$ cat src/rtl/core/uuls_pkg.sv
// shared constants and character helpers for the uudecode line stream unit
package uuls_pkg;

	// line store geometry
	localparam int LINE_MAX = 128;
	localparam int ADDR_W   = $clog2(LINE_MAX);
	localparam int SIZE_W   = $clog2(LINE_MAX + 1);
	localparam int T_W      = SIZE_W + 2;

	// leading characters kept in flops for the banner, end and length checks
	localparam int HEAD_N = 12;
	localparam int HEAD_W = $clog2(HEAD_N);

	localparam logic [7:0] CH_CR    = 8'h0D;
	localparam logic [7:0] CH_LF    = 8'h0A;
	localparam logic [7:0] CH_SPACE = 8'h20;
	localparam logic [7:0] CH_ZERO  = 8'h30;
	localparam logic [7:0] CH_SEVEN = 8'h37;

	localparam logic [7:0] BEGIN_WORD [6] = '{8'h62, 8'h65, 8'h67, 8'h69, 8'h6E, 8'h20};
	localparam logic [7:0] END_WORD   [5] = '{8'h65, 8'h6E, 8'h64, 8'h0D, 8'h0A};

	// outside the printable uuencode range
	function automatic logic bad_char(input logic [7:0] c);
		return (c < 8'd32) || (c > 8'd96);
	endfunction

	function automatic logic [5:0] six_bits(input logic [7:0] c);
		logic [7:0] d;
		d = c - 8'd32;
		return d[5:0];
	endfunction

	function automatic logic [7:0] to_lower(input logic [7:0] c);
		logic [7:0] r;
		r = c;
		if (c inside {[8'h41:8'h5A]}) begin
			r = c + 8'd32;
		end
		return r;
	endfunction

endpackage

$ cat src/rtl/core/uudecode_line_stream_unit.sv
// uudecode line stream unit: line buffer, section mode machine and group decoder
// flow: a mid-line character is taken while the unit is idle; a line end is followed by
//   evaluation, then for data lines a checking pass and a decoding pass over the data
//   groups (plus any output stall) before the next character is taken
// line store: a single read port, which fetches each four-character group twice
//   (once to find the section end, once to decode)
// reset: arst_n clears mode, counters, state and output valid; the line store is not cleared
module uudecode_line_stream_unit import uuls_pkg::*; (
	input  logic       clk,
	input  logic       arst_n,
	input  logic       in_valid,
	output logic       in_stall,
	input  logic [7:0] line_char,
	input  logic       end_of_line,
	output logic       out_valid,
	input  logic       out_stall,
	output logic [7:0] out_byte,
	output logic       has_data,
	output logic       last_of_line,
	output logic       still_active
);

	typedef enum logic [2:0] {
		S_IDLE,    // taking characters
		S_EVAL,    // checks on the leading characters
		S_MODE,    // mode step for the finished line
		S_FETCH,   // read one four-character group from the line store
		S_CHECK,   // first pass: find how many groups are good
		S_EMIT,    // second pass: send the group's bytes
		S_STATUS   // single status-only result
	} state_t;

	typedef enum logic [1:0] {
		MODE_IDLE,
		MODE_BEGUN,
		MODE_DECODE
	} mode_t;

	state_t state_q;
	mode_t  mode_q;

	// line store
	logic [7:0]        mem [LINE_MAX];
	logic [7:0]        rdata_q;
	logic              rd_ok_q;
	logic [SIZE_W-1:0] rd_pos;
	logic [ADDR_W-1:0] rd_addr;
	logic              in_accept;
	logic              store_en;

	logic [SIZE_W-1:0] size_q;
	logic [SIZE_W-1:0] n_q;
	logic [7:0]        head_q [HEAD_N];
	logic [7:0]        last1_q;
	logic [7:0]        last2_q;

	// line evaluation results
	logic              banner_q;
	logic              endl_q;
	logic              empty_q;
	logic              bad0_q;
	logic [5:0]        len_q;
	logic [T_W-1:0]    t_q;

	// group walk
	logic [SIZE_W-1:0] p_q;
	logic [5:0]        rem_q;
	logic [2:0]        k_q;
	logic [7:0]        grp_q [4];
	logic              pass2_q;
	logic [4:0]        ngrp_q;
	logic [4:0]        g_q;
	logic [1:0]        j_q;

	// output register
	logic              out_valid_q;
	logic [7:0]        out_byte_q;
	logic              has_data_q;
	logic              last_q;
	logic              active_q;

	assign in_accept = in_valid && (state_q == S_IDLE);
	assign in_stall  = (state_q != S_IDLE);
	assign store_en  = in_accept && (size_q < SIZE_W'(LINE_MAX));

	assign out_valid    = out_valid_q;
	assign out_byte     = out_byte_q;
	assign has_data     = has_data_q;
	assign last_of_line = last_q;
	assign still_active = active_q;

	// group fetch address, positions at or past the line length read as zero
	assign rd_pos  = p_q + SIZE_W'(k_q);
	assign rd_addr = rd_pos[ADDR_W-1:0];

	always_ff @(posedge clk) begin
		if (store_en) begin
			mem[size_q[ADDR_W-1:0]] <= line_char;
		end
		rdata_q <= mem[rd_addr];
		rd_ok_q <= (rd_pos < n_q);
	end

	logic [7:0] fch;
	assign fch = rd_ok_q ? rdata_q : 8'd0;

	// leading characters as seen through the line length
	logic [7:0]        hch [HEAD_N];
	logic              begin_ok;
	logic              oct_pref;
	logic              banner_c;
	logic              endl_c;
	logic [SIZE_W-1:0] s0;
	logic [SIZE_W-1:0] s1;
	logic [SIZE_W-1:0] body_len;
	logic              drop_lf;
	logic              drop_cr;
	logic [7:0]        tail_ch;
	logic [T_W-1:0]    t_c;

	always_comb begin
		for (int i = 0; i < HEAD_N; i++) begin
			hch[i] = (SIZE_W'(i) < n_q) ? head_q[i] : 8'd0;
		end

		// begin banner
		begin_ok = 1'b1;
		for (int i = 0; i < 6; i++) begin
			if (hch[i] != BEGIN_WORD[i]) begin
				begin_ok = 1'b0;
			end
		end
		oct_pref = 1'b1;
		banner_c = 1'b0;
		for (int i = 7; i <= 10; i++) begin
			if (oct_pref && hch[i] == CH_SPACE && hch[i+1] != CH_CR) begin
				banner_c = 1'b1;
			end
			oct_pref = oct_pref && (hch[i] >= CH_ZERO) && (hch[i] <= CH_SEVEN);
		end
		banner_c = banner_c && begin_ok && (n_q >= SIZE_W'(11));

		// end line, letters case-blind
		endl_c = (n_q >= SIZE_W'(3)) && (n_q <= SIZE_W'(5));
		for (int i = 0; i < 5; i++) begin
			if (SIZE_W'(i) < n_q && to_lower(hch[i]) != END_WORD[i]) begin
				endl_c = 1'b0;
			end
		end

		// data length without trailing lf and cr
		s0       = n_q - SIZE_W'(1);
		drop_lf  = (s0 != '0) && (last1_q == CH_LF);
		s1       = s0 - SIZE_W'(drop_lf);
		tail_ch  = drop_lf ? last2_q : last1_q;
		drop_cr  = (s1 != '0) && (tail_ch == CH_CR);
		body_len = s1 - SIZE_W'(drop_cr);
		t_c      = (T_W'(body_len) + {body_len, 1'b0}) >> 2;
	end

	// strict length compare: (len + 2) / 3 against t / 3
	logic [12:0]    ql_prod;
	logic [5:0]     ql;
	logic [7:0]     ql3;
	logic           strict_ok;

	always_comb begin
		ql_prod   = 13'({1'b0, len_q} + 7'd2) * 13'd43;
		ql        = ql_prod[12:7];
		ql3       = 8'({ql, 1'b0}) + 8'(ql);
		strict_ok = (t_q >= T_W'(ql3)) && (t_q < T_W'(ql3) + T_W'(3));
	end

	// decode line decisions
	logic dec_stop_idle;
	logic dec_run;
	assign dec_stop_idle = endl_q || (!empty_q && bad0_q);
	assign dec_run       = !endl_q && !empty_q && !bad0_q && (len_q != 6'd0);

	// current group
	logic [5:0] sa, sb, sc, sd;
	logic       bad_grp;
	logic [7:0] grp_byte;
	logic       j_last;
	logic       g_last;
	logic [4:0] ngrp_nx;
	logic [2:0] km1;
	logic       out_free;

	always_comb begin
		sa = six_bits(grp_q[0]);
		sb = six_bits(grp_q[1]);
		sc = six_bits(grp_q[2]);
		sd = six_bits(grp_q[3]);
		bad_grp = bad_char(grp_q[0]) || bad_char(grp_q[1]) ||
			((rem_q > 6'd1) && bad_char(grp_q[2])) ||
			((rem_q > 6'd2) && bad_char(grp_q[3]));
		case (j_q)
			2'd0:    grp_byte = {sa, sb[5:4]};
			2'd1:    grp_byte = {sb[3:0], sc[5:2]};
			default: grp_byte = {sc[1:0], sd};
		endcase
		j_last   = (rem_q >= 6'd3) ? (j_q == 2'd2) : (j_q == 2'(rem_q - 6'd1));
		g_last   = (g_q == ngrp_q - 5'd1);
		ngrp_nx  = ngrp_q + 5'(!bad_grp);
		km1      = k_q - 3'd1;
		out_free = !out_valid_q || !out_stall;
	end

	always_ff @(posedge clk or negedge arst_n) begin
		if (!arst_n) begin
			state_q     <= S_IDLE;
			mode_q      <= MODE_IDLE;
			size_q      <= '0;
			n_q         <= '0;
			for (int i = 0; i < HEAD_N; i++) begin
				head_q[i] <= 8'd0;
			end
			last1_q     <= 8'd0;
			last2_q     <= 8'd0;
			banner_q    <= 1'b0;
			endl_q      <= 1'b0;
			empty_q     <= 1'b0;
			bad0_q      <= 1'b0;
			len_q       <= 6'd0;
			t_q         <= '0;
			p_q         <= '0;
			rem_q       <= 6'd0;
			k_q         <= 3'd0;
			for (int i = 0; i < 4; i++) begin
				grp_q[i] <= 8'd0;
			end
			pass2_q     <= 1'b0;
			ngrp_q      <= 5'd0;
			g_q         <= 5'd0;
			j_q         <= 2'd0;
			out_valid_q <= 1'b0;
			out_byte_q  <= 8'd0;
			has_data_q  <= 1'b0;
			last_q      <= 1'b0;
			active_q    <= 1'b0;
		end else begin
			// result taken downstream
			if (out_valid_q && !out_stall) begin
				out_valid_q <= 1'b0;
			end

			case (state_q)
				S_IDLE: begin
					if (in_accept) begin
						// characters past the store depth are dropped
						if (store_en) begin
							if (size_q < SIZE_W'(HEAD_N)) begin
								head_q[size_q[HEAD_W-1:0]] <= line_char;
							end
							last2_q <= last1_q;
							last1_q <= line_char;
							size_q  <= size_q + SIZE_W'(1);
						end
						if (end_of_line) begin
							n_q     <= size_q + SIZE_W'(store_en);
							size_q  <= '0;
							state_q <= S_EVAL;
						end
					end
				end

				S_EVAL: begin
					banner_q <= banner_c;
					endl_q   <= endl_c;
					empty_q  <= (hch[0] == CH_CR) || (hch[0] == CH_LF);
					bad0_q   <= bad_char(hch[0]);
					len_q    <= six_bits(hch[0]);
					t_q      <= t_c;
					state_q  <= S_MODE;
				end

				S_MODE: begin
					p_q     <= SIZE_W'(1);
					rem_q   <= len_q;
					k_q     <= 3'd0;
					ngrp_q  <= 5'd0;
					g_q     <= 5'd0;
					j_q     <= 2'd0;
					pass2_q <= 1'b0;
					case (mode_q)
						MODE_BEGUN: begin
							// first line after the banner: strict count check
							if (!empty_q && (bad0_q || !strict_ok)) begin
								mode_q  <= MODE_IDLE;
								state_q <= S_STATUS;
							end else begin
								mode_q  <= dec_stop_idle ? MODE_IDLE : MODE_DECODE;
								state_q <= dec_run ? S_FETCH : S_STATUS;
							end
						end
						MODE_DECODE: begin
							if (dec_stop_idle) begin
								mode_q <= MODE_IDLE;
							end
							state_q <= dec_run ? S_FETCH : S_STATUS;
						end
						default: begin
							mode_q  <= banner_q ? MODE_BEGUN : MODE_IDLE;
							state_q <= S_STATUS;
						end
					endcase
				end

				S_FETCH: begin
					// read issued at k, data lands at k + 1
					if (k_q != 3'd0) begin
						grp_q[km1[1:0]] <= fch;
					end
					if (k_q == 3'd4) begin
						k_q     <= 3'd0;
						state_q <= pass2_q ? S_EMIT : S_CHECK;
					end else begin
						k_q <= k_q + 3'd1;
					end
				end

				S_CHECK: begin
					ngrp_q <= ngrp_nx;
					if (!bad_grp && rem_q > 6'd3) begin
						p_q     <= p_q + SIZE_W'(4);
						rem_q   <= rem_q - 6'd3;
						state_q <= S_FETCH;
					end else begin
						// an invalid character closes the section
						if (bad_grp) begin
							mode_q <= MODE_IDLE;
						end
						if (ngrp_nx == 5'd0) begin
							state_q <= S_STATUS;
						end else begin
							p_q     <= SIZE_W'(1);
							rem_q   <= len_q;
							g_q     <= 5'd0;
							j_q     <= 2'd0;
							pass2_q <= 1'b1;
							state_q <= S_FETCH;
						end
					end
				end

				S_EMIT: begin
					if (out_free) begin
						out_valid_q <= 1'b1;
						out_byte_q  <= grp_byte;
						has_data_q  <= 1'b1;
						last_q      <= j_last && g_last;
						active_q    <= (mode_q != MODE_IDLE);
						if (j_last) begin
							j_q <= 2'd0;
							if (g_last) begin
								state_q <= S_IDLE;
							end else begin
								g_q     <= g_q + 5'd1;
								p_q     <= p_q + SIZE_W'(4);
								rem_q   <= rem_q - 6'd3;
								state_q <= S_FETCH;
							end
						end else begin
							j_q <= j_q + 2'd1;
						end
					end
				end

				S_STATUS: begin
					if (out_free) begin
						out_valid_q <= 1'b1;
						out_byte_q  <= 8'd0;
						has_data_q  <= 1'b0;
						last_q      <= 1'b1;
						active_q    <= (mode_q != MODE_IDLE);
						state_q     <= S_IDLE;
					end
				end

				default: begin
					state_q <= S_IDLE;
				end
			endcase
		end
	end

endmodule
$ cat config.mk
export PLATFORM = sky130hd
export DESIGN_NAME = uudecode_line_stream_unit
export DESIGN_NICKNAME = d
export VERILOG_FILES = /design/src/rtl/core/uuls_pkg.sv /design/src/rtl/core/uudecode_line_stream_unit.sv
export SDC_FILE = /design/constraint.sdc
export NUM_CORES = 2
export LEC_CHECK = 0
export ABC_AREA = 1
export BUFFER_PORTS_ARGS = -buffer_cell sky130_fd_sc_hd__buf_2
export CAP_MARGIN = 10
export CORE_ASPECT_RATIO = 1.75
export CORE_MARGIN = 3
export CORE_UTILIZATION = 45
export CTS_CLUSTER_SIZE = 20
export DETAILED_ROUTE_END_ITERATION = 6
export HOLD_SLACK_MARGIN = 0.06
export MAX_ROUTING_LAYER = met4
export SLEW_MARGIN = 0
export SYNTH_ARGS = -nofsm -noshare
export SYNTH_HDL_FRONTEND = slang
export SYNTH_SLANG_ARGS = --single-unit
$ cat constraint.sdc
create_clock -name clk -period 5.33 [get_ports clk]
set_input_delay 0.7995 -clock clk [delete_from_list [all_inputs] [get_ports clk]]
set_output_delay 0.7995 -clock clk [all_outputs]
set_load 0.03 [all_outputs]
==> flow_metrics.py <==
metrics = {
    "floorplan": {
        "start_util_pct": 45.31,
        "core-area_um2": 118500,
        "fp.dieH_um": 462.9,
        "fp.dieW_um": 267.1,
        "pin_count": 26,
        "rows": 167,
        "fp.dieArea_um2": 123600,
    },
    "finish": {
        "drive_gt1_share_pct": 10.42,
        "finalNetCount": 4790,
        "largest_register_ffs": 1024,
        "finalNonFillerCells": 6283,
        "fill_cells": 10364,
        "layout-area-overhead-vs-synth_pct": 12.17,
    },
    "logic_synthesis": {
        "synth-seq-cells": 1249,
        "synth_area_per_cell_um2": 11.60,
        "ys.flop_type": "edfxtp_1",
        "synth_cell_type_count": 65,
        "yosysWarningCount": 0,
        "synth_fp_nets": 4753,
        "synth_async_sr_flop_share_pct": 17.29,
        "synthesis.area_um2": 53680,
        "postSynthCellCount": 4629,
        "synth-edff-count": 1024,
        "ys_seq_area_share_pct": 67.69,
    },
    "drt": {
        "drtIter0Drc": 2729,
        "detail-route-antenna-nets": 0,
        "vias": 35816,
        "firstDrtPassIters": 6,
        "drt_wl_total_um": 143800,
        "wire_per_inst_um": 22.89,
        "drt_drc_violations_left": 0,
        "viasPerCell": 5.700,
    },
    "pwr": {
        "peakVddDrop_v": 0.001175,
        "p_per_area_nw_per_um2": 678.2,
        "leakage_nw": 20.99,
        "power_w": 0.04084,
    },
    "worst_setup_path": {
        "path_class": "flop to flop",
        "arrival_ns": 6.48,
        "worst-path-max-fanout": 5,
        "start_kind": "flop",
        "cp-end-kind": "flop",
        "cp.required_ns": 5.95,
        "slowest_delay_ns": 0.51,
        "cp_slowest_cell": "fa_1",
        "path_common_cell": "nand2_1",
    },
    "global_route": {
        "grt_max_degree": 162,
        "antenna_found_initial": 2,
        "track_usage_pct": 23.90,
        "grt_pass1_vias": 35378,
        "overflow": 0,
        "grt_first_pass_wirelength_um": 218200,
    },
    "min_path": {
        "hp-class": "input pin to asynchronous set/reset pin",
    },
    "cts": {
        "clock-sinks": 1249,
        "cts_buffers": 110,
        "cts.clk_slew.worst_paths_ns": 0.06,
        "cts_root_buf": "clkbuf_16",
        "cts_tree": "built",
        "clockBufferDepth": 3,
        "hold_buffers": 0,
        "insertion_delay_ns": 0.73,
        "htreeDepth": 3,
    },
    "timing": {
        "worst_slack_ns": -0.5269,
        "min_period_ns": 5.857,
        "tns_ns": -1.546,
        "setup_viol": 3,
        "fin_skew_ns": 0.03547,
        "finalHoldViolCount": 0,
        "post-route-period-util_pct": 109.9,
        "holdWs_ns": 0.08327,
        "worst_pin_slew_ns": 1.115,
        "grt_setup_unrepaired": "yes",
        "drv_slew": 0,
        "max_freq_ghz": 0.1707,
        "slew_headroom_pct": 25.39,
    },
    "run_status": {
        "status": "finished with violations",
        "violations": "negative setup slack",
    },
    "run": {
        "max-cap-violations": 0,
    },
    "placement": {
        "portBuffers": 25,
        "place_inst": 6065,
        "gp_congestion": 0.8775,
        "dpl_worst_slack_ns": -0.6937,
        "hpwl_um": 91380,
    },
}
Yosys cell counts, drive strengths merged (4+ instances only):
cell type     n  share of area, %
dfxtp         9              0.34
a21oi        68              0.63
or2           7             0.082
nor3         30              0.32
ha          103               2.4
o221ai      135               2.2
clkbuf      192               1.3
o31ai        11              0.15
nand3       131               1.3
nand4        26              0.30
o211ai       66              0.92
o21a          8              0.11
nand3b        6             0.084
fa            8              0.30
o21ai       794               7.4
o22ai       132               1.5
inv         220               1.5
xnor2        23              0.39
dfrtp       216                10
xor2         46              0.86
nor2        781               5.5
nor4         16              0.20
nand2       456               3.3
edfxtp     1024                57
a31oi         4             0.047
buf          78              0.78
critical path, delay by kind of cell, from the launching register on:
family / cells / cell delay [ns]
adder cells (fa/ha/maj): 7 / 2.27
AND/OR/NAND/NOR: 20 / 1.59
XOR/XNOR: 4 / 0.75
flip-flops: 1 / 0.46
buffers and inverters: 4 / 0.37
AO/OA/AOI/OAI: 3 / 0.37
final timing paths:
check                                             from                     end  slack, ns  depth (start not counted)
worst max-delay path              len_q[2]$_DFFE_PN0N_   mode_q[1]$_DFFE_PN0P_      -0.53                         38
worst min-delay path                            arst_n   ngrp_q[3]$_DFFE_PN0N_       0.08                          1
worst max register to register    len_q[2]$_DFFE_PN0N_   mode_q[1]$_DFFE_PN0P_      -0.53                         38
worst min register to register  head_q[15]$_DFFE_PN0P_  head_q[15]$_DFFE_PN0P_       0.48                          2
max in group asynchronous                       arst_n   head_q[0]$_DFFE_PN0P_       4.02                          2
min in group clk                             out_stall     out_valid$_DFF_PN0_       0.40                          3
layout by cell type, fill, tap and decap left out, types with 26 or more instances in the layout:
master     instances
edfxtp_1        1024
o22ai_1          132
nor2_1           766
a21oi_1           63
inv_1            201
buf_4            159
dfrtp_1          214
o21ai_1           33
xor2_1            32
ha_1              88
o21ai_0          760
o211ai_1          66
nand3_1          121
clkbuf_16        112
nand2_1          436
o221ai_1         135
nand4_1           26
clkinv_2          32
layout make-up:
class                   instances  area [µm²]  area share, %
clock buffers                 133        2932          4.869
repair buffers                195        1652          2.743
clock inverters                74       728.2          1.209
diodes                          1       2.502       0.004156
multi-input cells            2889       15810          26.26
flip-flops and latches       1249       36340          60.35
inverters                     221       849.6          1.411
well taps                    1521        1903          3.161
timing repair:
| action | 4_1_cts | 5_1_grt |
|---|---|---|
| endpoints found under the setup margin | 4 | 7 |
| pin swaps | 16 | 33 |
| setup buffers | 4 | 7 |
| resized for setup | 22 | 42 |
through the flow:
stage | util [%] | cell area (µm²)
final | 50.82 | 60210
after global routing | 50.82 | 60210
after CTS | 50.61 | 59960
after detailed placement | 47.40 | 56160
after global placement | 47.40 | 56160
after floorplan | - | 53750
layer usage:
layer	global-route usage (%)	routed length (µm)
met5	-	0
met4	9.962	6352
met3	2.565	6062
met2	43.51	78120
met1	26.47	53260
kinds of logic (layout without fill, tap and decap cells):
| logic type | count (synthesis) | count (layout) | synth area share [%] |
|---|---|---|---|
| buffers and inverters | 491 | 623 | 3.683 |
| muxes | 1 | 1 | 0.01865 |
| other | 0 | 1 | 0 |
| DFF | 1249 | 1249 | 67.69 |
| adders and majority gates | 111 | 111 | 2.699 |
| AOI/OAI and AO/OA | 1244 | 1244 | 13.44 |
| and+or+nand+nor | 1464 | 1464 | 11.23 |
| xor gates and xnor gates | 69 | 69 | 1.245 |
report_power, final:
| group | switching (W) | internal [W] |
|---|---|---|
| clock | 0.00359 | 0.00451 |
| sequential | 0.000507 | 0.0112 |
| combinational | 0.0129 | 0.00817 |
| total | 0.0170 | 0.0238 |
Power figures use the tool's default switching activity.
